--- config.mk ---
export PLATFORM = sky130hd
export DESIGN_NAME = ppp_ctrl
export DESIGN_NICKNAME = d
export VERILOG_FILES = /design/src/design/ppp_pkg.sv /design/src/design/ppp_ctrl.sv
export SDC_FILE = /design/constraint.sdc
export NUM_CORES = 1
export LEC_CHECK = 0
export BUFFER_PORTS_ARGS = -buffer_cell sky130_fd_sc_hd__clkbuf_2
export CORE_AREA = 2 2 39 41
export DETAILED_ROUTE_END_ITERATION = 10
export DIE_AREA = 0 0 41 43
export PLACE_DENSITY = 0.3
export SLEW_MARGIN = 20
export SYNTH_ARGS = -nofsm -noshare
export SYNTH_HDL_FRONTEND = slang
export SYNTH_SLANG_ARGS = --single-unit
--- constraint.sdc ---
create_clock -name clk_i -period 3.15 [get_ports clk_i]
set_clock_uncertainty 0.15 [all_clocks]
set_input_delay 0.315 -clock clk_i [delete_from_list [all_inputs] [get_ports clk_i]]
set_output_delay 0.315 -clock clk_i [all_outputs]
set_load 0.01 [all_outputs]
--- src/design/ppp_pkg.sv ---
`default_nettype none
// ----------------------------------------------------------------------------
// Packed pixel plot unit package
// Shared types, codes and reset constants for the 4bpp framebuffer block.
// ----------------------------------------------------------------------------
package ppp_pkg;

  typedef enum logic [1:0] {
    CMD_PLOT  = 2'd0,
    CMD_GET   = 2'd1,
    CMD_CLEAR = 2'd2,
    CMD_NONE  = 2'd3
  } cmd_e;

  typedef enum logic [2:0] {
    CFG_CAMERA_X    = 3'd0,
    CFG_CAMERA_Y    = 3'd1,
    CFG_CLIP_LEFT   = 3'd2,
    CFG_CLIP_TOP    = 3'd3,
    CFG_CLIP_RIGHT  = 3'd4,
    CFG_CLIP_BOTTOM = 3'd5,
    CFG_PALETTE     = 3'd6,
    CFG_UNUSED      = 3'd7
  } cfg_idx_e;

  typedef enum logic [1:0] {
    ST_CLEAR,
    ST_IDLE,
    ST_ACT
  } state_e;

  typedef struct packed {
    cmd_e               cmd;
    logic signed [15:0] pos_x;
    logic signed [15:0] pos_y;
    logic [3:0]         pen_color;
  } in_item_t;

  typedef struct packed {
    logic [3:0] pixel_value;
    logic       on_screen;
  } out_item_t;

  // controller to datapath
  typedef struct packed {
    logic take;        // request accepted this cycle
    logic sweep_init;  // start a fill sweep with the request colour
    logic sweep;       // write one fill byte
    logic commit;      // finish the held plot or get
  } ctrl_t;

  // datapath to controller
  typedef struct packed {
    logic sweep_last;
    logic out_busy;
    cmd_e cmd;
  } stat_t;

  localparam logic [15:0] CAMERA_RESET      = 16'd0;
  localparam logic [7:0]  CLIP_LEFT_RESET   = 8'd0;
  localparam logic [7:0]  CLIP_TOP_RESET    = 8'd0;
  localparam logic [7:0]  CLIP_RIGHT_RESET  = 8'd128;
  localparam logic [7:0]  CLIP_BOTTOM_RESET = 8'd128;
  localparam logic [63:0] PALETTE_RESET     = 64'hFEDC_BA98_7654_3210;

endpackage : ppp_pkg
`default_nettype wire

--- src/design/ppp_ctrl.sv ---
`default_nettype none
// ----------------------------------------------------------------------------
// Packed pixel plot controller
// Sequences fill sweeps, request intake and the read-modify-write step.
// ----------------------------------------------------------------------------
module ppp_ctrl (
  input  wire logic          clk_i,
  input  wire logic          rst_ni,
  input  wire logic          in_valid_i,
  input  wire ppp_pkg::cmd_e in_cmd_i,
  output logic               in_ready_o,
  input  wire ppp_pkg::stat_t stat_i,
  output ppp_pkg::ctrl_t     ctrl_o
);

  ppp_pkg::state_e state_q, state_d;

  always_ff @(posedge clk_i or negedge rst_ni) begin
    if (!rst_ni) begin
      state_q <= ppp_pkg::ST_CLEAR;
    end else begin
      state_q <= state_d;
    end
  end

  always_comb begin
    state_d    = state_q;
    in_ready_o = 1'b0;
    ctrl_o     = '0;
    case (state_q)
      ppp_pkg::ST_CLEAR: begin
        ctrl_o.sweep = 1'b1;
        if (stat_i.sweep_last) begin
          state_d = ppp_pkg::ST_IDLE;
        end
      end
      ppp_pkg::ST_IDLE: begin
        in_ready_o = 1'b1;
        if (in_valid_i) begin
          ctrl_o.take = 1'b1;
          case (in_cmd_i)
            ppp_pkg::CMD_CLEAR: begin
              ctrl_o.sweep_init = 1'b1;
              state_d           = ppp_pkg::ST_CLEAR;
            end
            ppp_pkg::CMD_PLOT, ppp_pkg::CMD_GET: begin
              state_d = ppp_pkg::ST_ACT;
            end
            default: begin
              state_d = ppp_pkg::ST_IDLE;
            end
          endcase
        end
      end
      ppp_pkg::ST_ACT: begin
        if (!(stat_i.cmd == ppp_pkg::CMD_GET && stat_i.out_busy)) begin
          ctrl_o.commit = 1'b1;
          state_d       = ppp_pkg::ST_IDLE;
        end
      end
      default: begin
        state_d = ppp_pkg::ST_IDLE;
      end
    endcase
  end

endmodule : ppp_ctrl
`default_nettype wire

Word level (Yosys, flattened, before mapping) --
Index checks and enable logic that the tools add are counted.
Word-level totals: latch bits 0, output and inout bits 5, RAM bits 0, bits in registers 2, bits in read-only memories 0, memories kept 0
Cells by class: multipliers 0, eq/ne operators 8, reductions and logical operators 5, muxes and demuxes 12, $lt $le $gt $ge 0, shift operators 0, add/subtract/negate cells 0, div/mod/pow operators 0, bitwise operators 0
Operators by type and width (count):
- 2-bit two-way mux | 5
- 2-bit by 1-bit == test with 1-bit output, second input constant | 3
- 2-bit inequality test, second input constant | 3
- 2-bit case mux with 3 select lines | 1
- 1-bit two-way mux | 5
- 2-bit == test, second input constant | 2
- 2-bit zero test | 2
- 2-bit case mux with 2 select lines | 1
- 3-bit AND reduction | 1
- 2-bit OR reduction | 1
- 1-bit logical AND | 1

Depth between registers and ports, before layout --
Gate-level depths: netlist of run 1.
depth in word-level cells 5, mapped depth 5

Worst setup path before layout of run 1 --
Ideal clock, no wire load.
kind register to output, start point reg state_q[1], end point out ctrl_o[2] (netlist bit), setup slack 1.775 ns, arrival 0.910 ns, stages on the path, launching flop included 4, cells stage by stage dfrtp_1 nor2b_4 nand2_4 nor3b_2
RTL lines:
- from (decl) | line ppp_ctrl.sv:16 | ppp_pkg::state_e state_q, state_d;
- from (signal assigned) | line ppp_ctrl.sv:20 | state_q <= ppp_pkg::ST_CLEAR;
- from (signal assigned) | line ppp_ctrl.sv:22 | state_q <= state_d;
- to (decl) | line ppp_ctrl.sv:13 | output ppp_pkg::ctrl_t ctrl_o

==> impl_metrics.csv, run 1 <==
group,metric,value,unit
die,fp.dieW,41,um
placed_design,hpwl,347,um
drt,drtAntennaViolNets,0,
worst_setup_path,critPathLaunch,"state_q[1]$_DFFE_PN0P_",
synth,synth-adder-area-share,0,
timing,maxSlewViolCount,0,
die,die_area,1760,um^2
drt,dr_total_vias,177,
synth,synth.distinct_cells,13,
synth,synth_top_family_by_area,"simple AND/OR/NAND/NOR gates",
worst_setup_path,crit_arrival,1.21,ns
grt,grt_max_degree,6,
drt,drc,0,
synth,yosys_warnings,0,
power_and_ir_drop,power,135,uW
synth,synth-simple-area-share,0.513,
grt,overflow,0,
timing,setup_tns,0,ns
finish,top_regs,"state_q x2",
timing,relSlewSlack,0.867,
worst_setup_path,cp.required,2.68,ns
clock_network,cts_setup_buffers,0,
grt,grt_pass1_wl,662,um
grt,grt_usage,0.0622,
worst_setup_path,path_max_fanout,5,
timing,min_period_over_period,0.531,
synth,synth_area,146,um^2
synth,ys_ff_latch,2,
worst_setup_path,worstSetupEndpointType,"output port",
clock_network,worst_skew_pair.late_latency,0.23,ns
worst_hold_path,min_from,"in_cmd_i[1]",
status,status,"completed",
grt,antenna_found_initial,0,
worst_setup_path,rr_startpoint,"state_q[1]$_DFFE_PN0P_",
timing,fmax,597,MHz
clock_network,cts-resized-gates,0,
finish,area_growth,80.3,%
die,die_y,43,um
finish,largest-register,"state_q",
drt,firstDrtPassIters,3,
finish,layout_common_cells,"clkbuf_2, clkbuf_4, dfrtp_1",
synth,ys_seq_area_frac,0.342,
die,core,1380,um^2
clock_network,clk_pin_slew,0.03,ns
die,pin_count,14,
timing,hold_viol_final,0,
power_and_ir_drop,irDropWorstVdd,0.172,mV
timing,period_needed,1.67,ns
timing,setup_violations,0,
finish,layout_commonest_cell,"clkbuf_2",
worst_setup_path,crit_path_top_delay_cell,"dfrtp_1",
clock_network,clock_sink_count,2,
die,start_util,0.106,
clock_network,cts_max_path_buffers,2,
worst_setup_path,path_class,"reg2out",
synth,synth-compound-area-share,0.103,
drt,wire_per_inst,8.96,um
drt,drt_iter0_drc,2,
clock_network,cts_tree,"built",
power_and_ir_drop,leakagePower,0.000143,uW
worst_setup_path,path_cells,"nor2b_4 > nand2_4 > nor3b_2 > clkbuf_2",
clock_network,cts_root_buf,"clkbuf_4",
power_and_ir_drop,power.density,512,nW/um^2
synth,synthCells,14,
clock_network,htree_levels,1,
job,drv_cap,0,
synth,syn_area_per_cell,10.5,um^2
drt,via_per_inst,3.77,
worst_setup_path,cpPeakStageDelay,0.43,ns
placed_design,gp_congestion,0.586,
timing,worst_slew_pin_slew,0.200,ns
clock_network,numCtsBuffers,3,
synth,synth_mux_area_frac,0,
timing,rsz0062_at_grt,"false",
worst_hold_path,min_path_type,"in2reg",
synth,synth_fp_nets,23,
drt,drt-total-wl,421,um
grt,grt_pass1_vias,166,
finish,nNetsFinal,42,
synth,synth-xor-area-share,0,
finish,largest_reg_flops,2,
placed_design,port_buffers,13,
finish,n_antenna_cell,0,
worst_setup_path,cp-start-kind,"flop",
die,num_rows,14,
finish,drive_above_1_share,0.677,
-- power by group --
part	internal, uW	switching (uW)	leakage, uW	total, uW
Clock	42.1	15.4	0.0000138	57.5
Combinational	22.4	20.3	0.000105	42.8
Sequential	29.7	5.19	0.0000241	34.9
Total	94.2	40.9	0.000143	135
-- worst max-delay path, delay by kind of cell, from the launching register on --
kind / cells / cell delay [ns]
buf+inv: 1 / 0.15
flops: 1 / 0.43
simple gates: 3 / 0.41
-- layout make-up --
type                       instances  area [um^2]
fill                             169         1120
multi-input combinational         11         90.1
timing repair buffer              14         75.1
sequential                         2         50.0
clock buffer                       3         22.5
tap                               16         20.0
inverter                           1         6.26
-- kinds of logic after synthesis --
logic type / Yosys count
DFF: 2
and+or+nand+nor: 9
AOI/OAI and AO/OA: 2
buffers and inverters: 1
-- synth_stat cells --
cell type  number  area, um^2
nand2_2         1        6.26
and3b_1         1        8.76
dfrtp_1         2        50.1
o21ai_1         1        5.00
inv_4           1        6.26
o311a_1         1        10.0
nor2_1          1        3.75
nor2b_4         1        13.8
nand3b_1        1        7.51
nor3b_2         1        12.5
nand2_1         1        3.75
nor3b_1         1        7.51
nand2_4         1        11.3
-- final timing paths --
check	end	slack, ns	cells after the start
setup / recovery	ctrl_o[2]	1.48	4
hold / removal	state_q[1]$_DFFE_PN0P_	0.15	2
setup reg to reg	state_q[0]$_DFFE_PN0P_	2.00	5
hold reg to reg	state_q[0]$_DFFE_PN0P_	0.46	1
max in group asynchronous	state_q[1]$_DFFE_PN0P_	2.49	2
min in group asynchronous	state_q[0]$_DFFE_PN0P_	0.27	2
-- metal layers --
| layer | global-route usage | up-vias | part of all wire |
|---|---|---|---|
| li1 | - | 85 | - |
| met1 | 0.0707 | 76 | 0.46 |
| met2 | 0.0781 | 16 | 0.36 |
| met3 | 0.0471 | 0 | 0.18 |
| met4 | 0.0400 | 0 | 0 |
| met5 | 0 | - | 0 |
-- through the flow --
| step | cell area (um^2) | hold WS, ns | std cells | setup WS [ns] | utilization |
|---|---|---|---|---|---|
| floorplan | 146 | -0.131 | 14 | 1.78 | - |
| global placement | 231 | -0.0472 | 43 | 1.72 | 0.167 |
| detailed placement | 231 | -0.0479 | 43 | 1.70 | 0.167 |
| CTS | 264 | 0.141 | 47 | 1.45 | 0.191 |
| global route | 264 | 0.168 | 47 | 1.38 | 0.191 |
| finish | 264 | 0.150 | 47 | 1.48 | 0.191 |
-- repair_timing --
item / CTS / global route
endpoints found under the setup margin: 0 / 0
hold endpoints to repair: 2 / 0
hold buffers: 1 / 0
Note: power is estimated with default switching activity, not from simulation.
==> run 2, diff against run 1 <==
==> constraint.sdc (replaced) <==
create_clock -name clk_i -period 1.5 [get_ports clk_i]
set_clock_uncertainty 0.15 [all_clocks]
set_input_delay 0.15 -clock clk_i [delete_from_list [all_inputs] [get_ports clk_i]]
set_output_delay 0.15 -clock clk_i [all_outputs]
set_load 0.01 [all_outputs]
==> run 2 against run 1 <==
Compared with the run above: via count is 1.1% higher; count of clock-buffer cells in the layout is the same; global-route usage up 0.29 points.
==> impl_metrics.csv, run 2 (synthesis results as in run 1) <==
group,metric,value,unit
grt,grt_usage,0.0652,
worst_setup_path,crit_path_top_delay_cell,"dfrtp_1",
power_and_ir_drop,intPower,216,uW
timing,fmax,681,MHz
grt,grt_pass1_vias,173,
worst_setup_path,crit_cells,4,
power_and_ir_drop,power.switching,89.5,uW
die,die_area,1760,um^2
clock_network,clock_sink_count,2,
power_and_ir_drop,combPwrFrac,0.385,
placed_design,gp_congestion,0.612,
placed_design,hpwl,331,um
drt,drc,0,
timing,maxSlewViolCount,0,
power_and_ir_drop,leakagePower,0.000163,uW
worst_setup_path,cp-start-kind,"flop",
worst_hold_path,min_path_type,"in2reg",
grt,antenna_found_initial,0,
placed_design,port_buffers,13,
die,start_util,0.106,
finish,largest-register,"state_q",
finish,layout_common_cells,"clkbuf_2, clkbuf_4, buf_4",
worst_setup_path,cpPeakStageDelay,0.40,ns
worst_setup_path,worstSetupEndpointType,"output port",
timing,worst_slack,0.0306,ns
power_and_ir_drop,power.density,1030,nW/um^2
timing,hold_viol_final,0,
timing,rsz0062_at_grt,"true",
clock_network,cts_max_path_buffers,2,
worst_setup_path,path_max_fanout,3,
timing,period_needed,1.47,ns
placed_design,dp.cells,43,
power_and_ir_drop,irDropWorstVdd,0.361,mV
finish,layout_commonest_cell,"clkbuf_2",
die,num_rows,14,
clock_network,worst_skew_pair.late_latency,0.23,ns
power_and_ir_drop,p_clk_frac,0.393,
timing,min_period_over_period,0.980,
placed_design,post-place-ws,0.201,ns
status,status,"completed",
finish,nNetsFinal,46,
die,pin_count,14,
clock_network,cts_root_buf,"clkbuf_4",
timing,setup_violations,0,
finish,n_antenna_cell,0,
die,core,1380,um^2
worst_setup_path,rr_worst_depth,2,
clock_network,htree_levels,1,
die,fp.dieW,41,um
finish,instances_no_fill,51,
worst_setup_path,path_cells,"nor2b_4 > nand2_4 > nor3b_2 > buf_2",
worst_setup_path,cp.required,1.20,ns
grt,grt_pass1_wl,676,um
grt,overflow,0,
worst_hold_path,holdPathStages,2,
drt,drt-total-wl,433,um
drt,drtAntennaViolNets,0,
clock_network,clk_pin_slew,0.03,ns
finish,drive_above_1_share,0.686,
finish,largest_reg_flops,2,
drt,drt_iter0_drc,2,
worst_setup_path,critPathBufInv,1,
worst_setup_path,cp_top_family,"flip-flops",
finish,top_regs,"state_q x2",
drt,via_per_inst,3.51,
grt,grt_max_degree,5,
job,drv_cap,0,
worst_setup_path,path_class,"reg2out",
drt,wire_per_inst,8.49,um
die,die_y,43,um
clock_network,cts_tree,"built",
drt,firstDrtPassIters,3,
timing,relSlewSlack,0.886,
power_and_ir_drop,pwr-share-seq,0.223,
finish,area_growth,103,%
power_and_ir_drop,switching_share,0.293,
worst_setup_path,crit_arrival,1.17,ns
drt,dr_total_vias,179,
clock_network,numCtsBuffers,3,
timing,worst_slew_pin_slew,0.170,ns
==> run 2: changes by cell type in the layout (fill, tap and decap cells not counted) <==
cell	delta
buf_2	+1
buf_4	+3
clkbuf_2	-1
dlygate4sd3_1	+1
==> run 2: path summary, 6_finish.rpt <==
| check | startpoint | end | slack [ns] |
|---|---|---|---|
| setup / recovery | state_q[1]$_DFFE_PN0P_ | ctrl_o[2] | 0.03 |
| hold / removal | stat_i[3] | state_q[0]$_DFFE_PN0P_ | 0.02 |
| setup reg to reg | state_q[1]$_DFFE_PN0P_ | state_q[0]$_DFFE_PN0P_ | 0.37 |
| hold reg to reg | state_q[1]$_DFFE_PN0P_ | state_q[1]$_DFFE_PN0P_ | 0.48 |
| max in group asynchronous | rst_ni | state_q[1]$_DFFE_PN0P_ | 1.00 |
| min in group asynchronous | rst_ni | state_q[0]$_DFFE_PN0P_ | 0.10 |
==> run 2: worst reg2reg max path, stage by stage, from the launching register on <==
cell and delay (ns):
dfrtp_1 0.40, buf_4 0.15, o311a_1 0.31
==> run 2: power groups by stage <==
stage / logic, uW / clock network (uW) / registers [uW]
detailed placement: 89.3 / 0 / 73.5
CTS: 110 / 126 / 68.4
global placement: 89.3 / 0 / 73.2
floorplan: 55.0 / 0 / 71.4
global route: 129 / 141 / 69.1
finish: 118 / 120 / 68.1
==> run 2: layout make-up <==
type / instances / area, um^2
sequential: 2 / 50.0
inverter: 1 / 6.26
clock buffer: 3 / 22.5
timing repair buffer: 18 / 108
multi-input combinational: 11 / 90.1
fill: 159 / 1090
tap: 16 / 20.0
==> run 2: what timing repair did <==
item,in CTS,in global routing
hold buffers,2,0
hold endpoints to repair,3,0
endpoints found under the setup margin,1,1
pin swaps,1,0
resized for setup,0,1
buffers inserted,2,1
==> run 2: per-layer routing <==
metal,up-vias,share of wire,GRT usage
li1,93,-,-
met2,17,0.31,0.0656
met3,0,0.21,0.0785
met1,69,0.47,0.0737
met4,0,0,0.0400
met5,-,0,0
==> run 2: stage by stage <==
stage,hold slack (ns),setup TNS [ns],util,instance area (um^2),power [uW]
6_report,0.0168,0,0.214,297,306
5_1_grt,0.00953,-0.0406,0.214,297,338
4_1_cts,0.0137,0,0.209,289,304
3_5_place_dp,-0.213,0,0.167,231,163
3_3_place_gp,-0.210,0,0.167,231,163
2_1_floorplan,-0.296,0,-,146,126
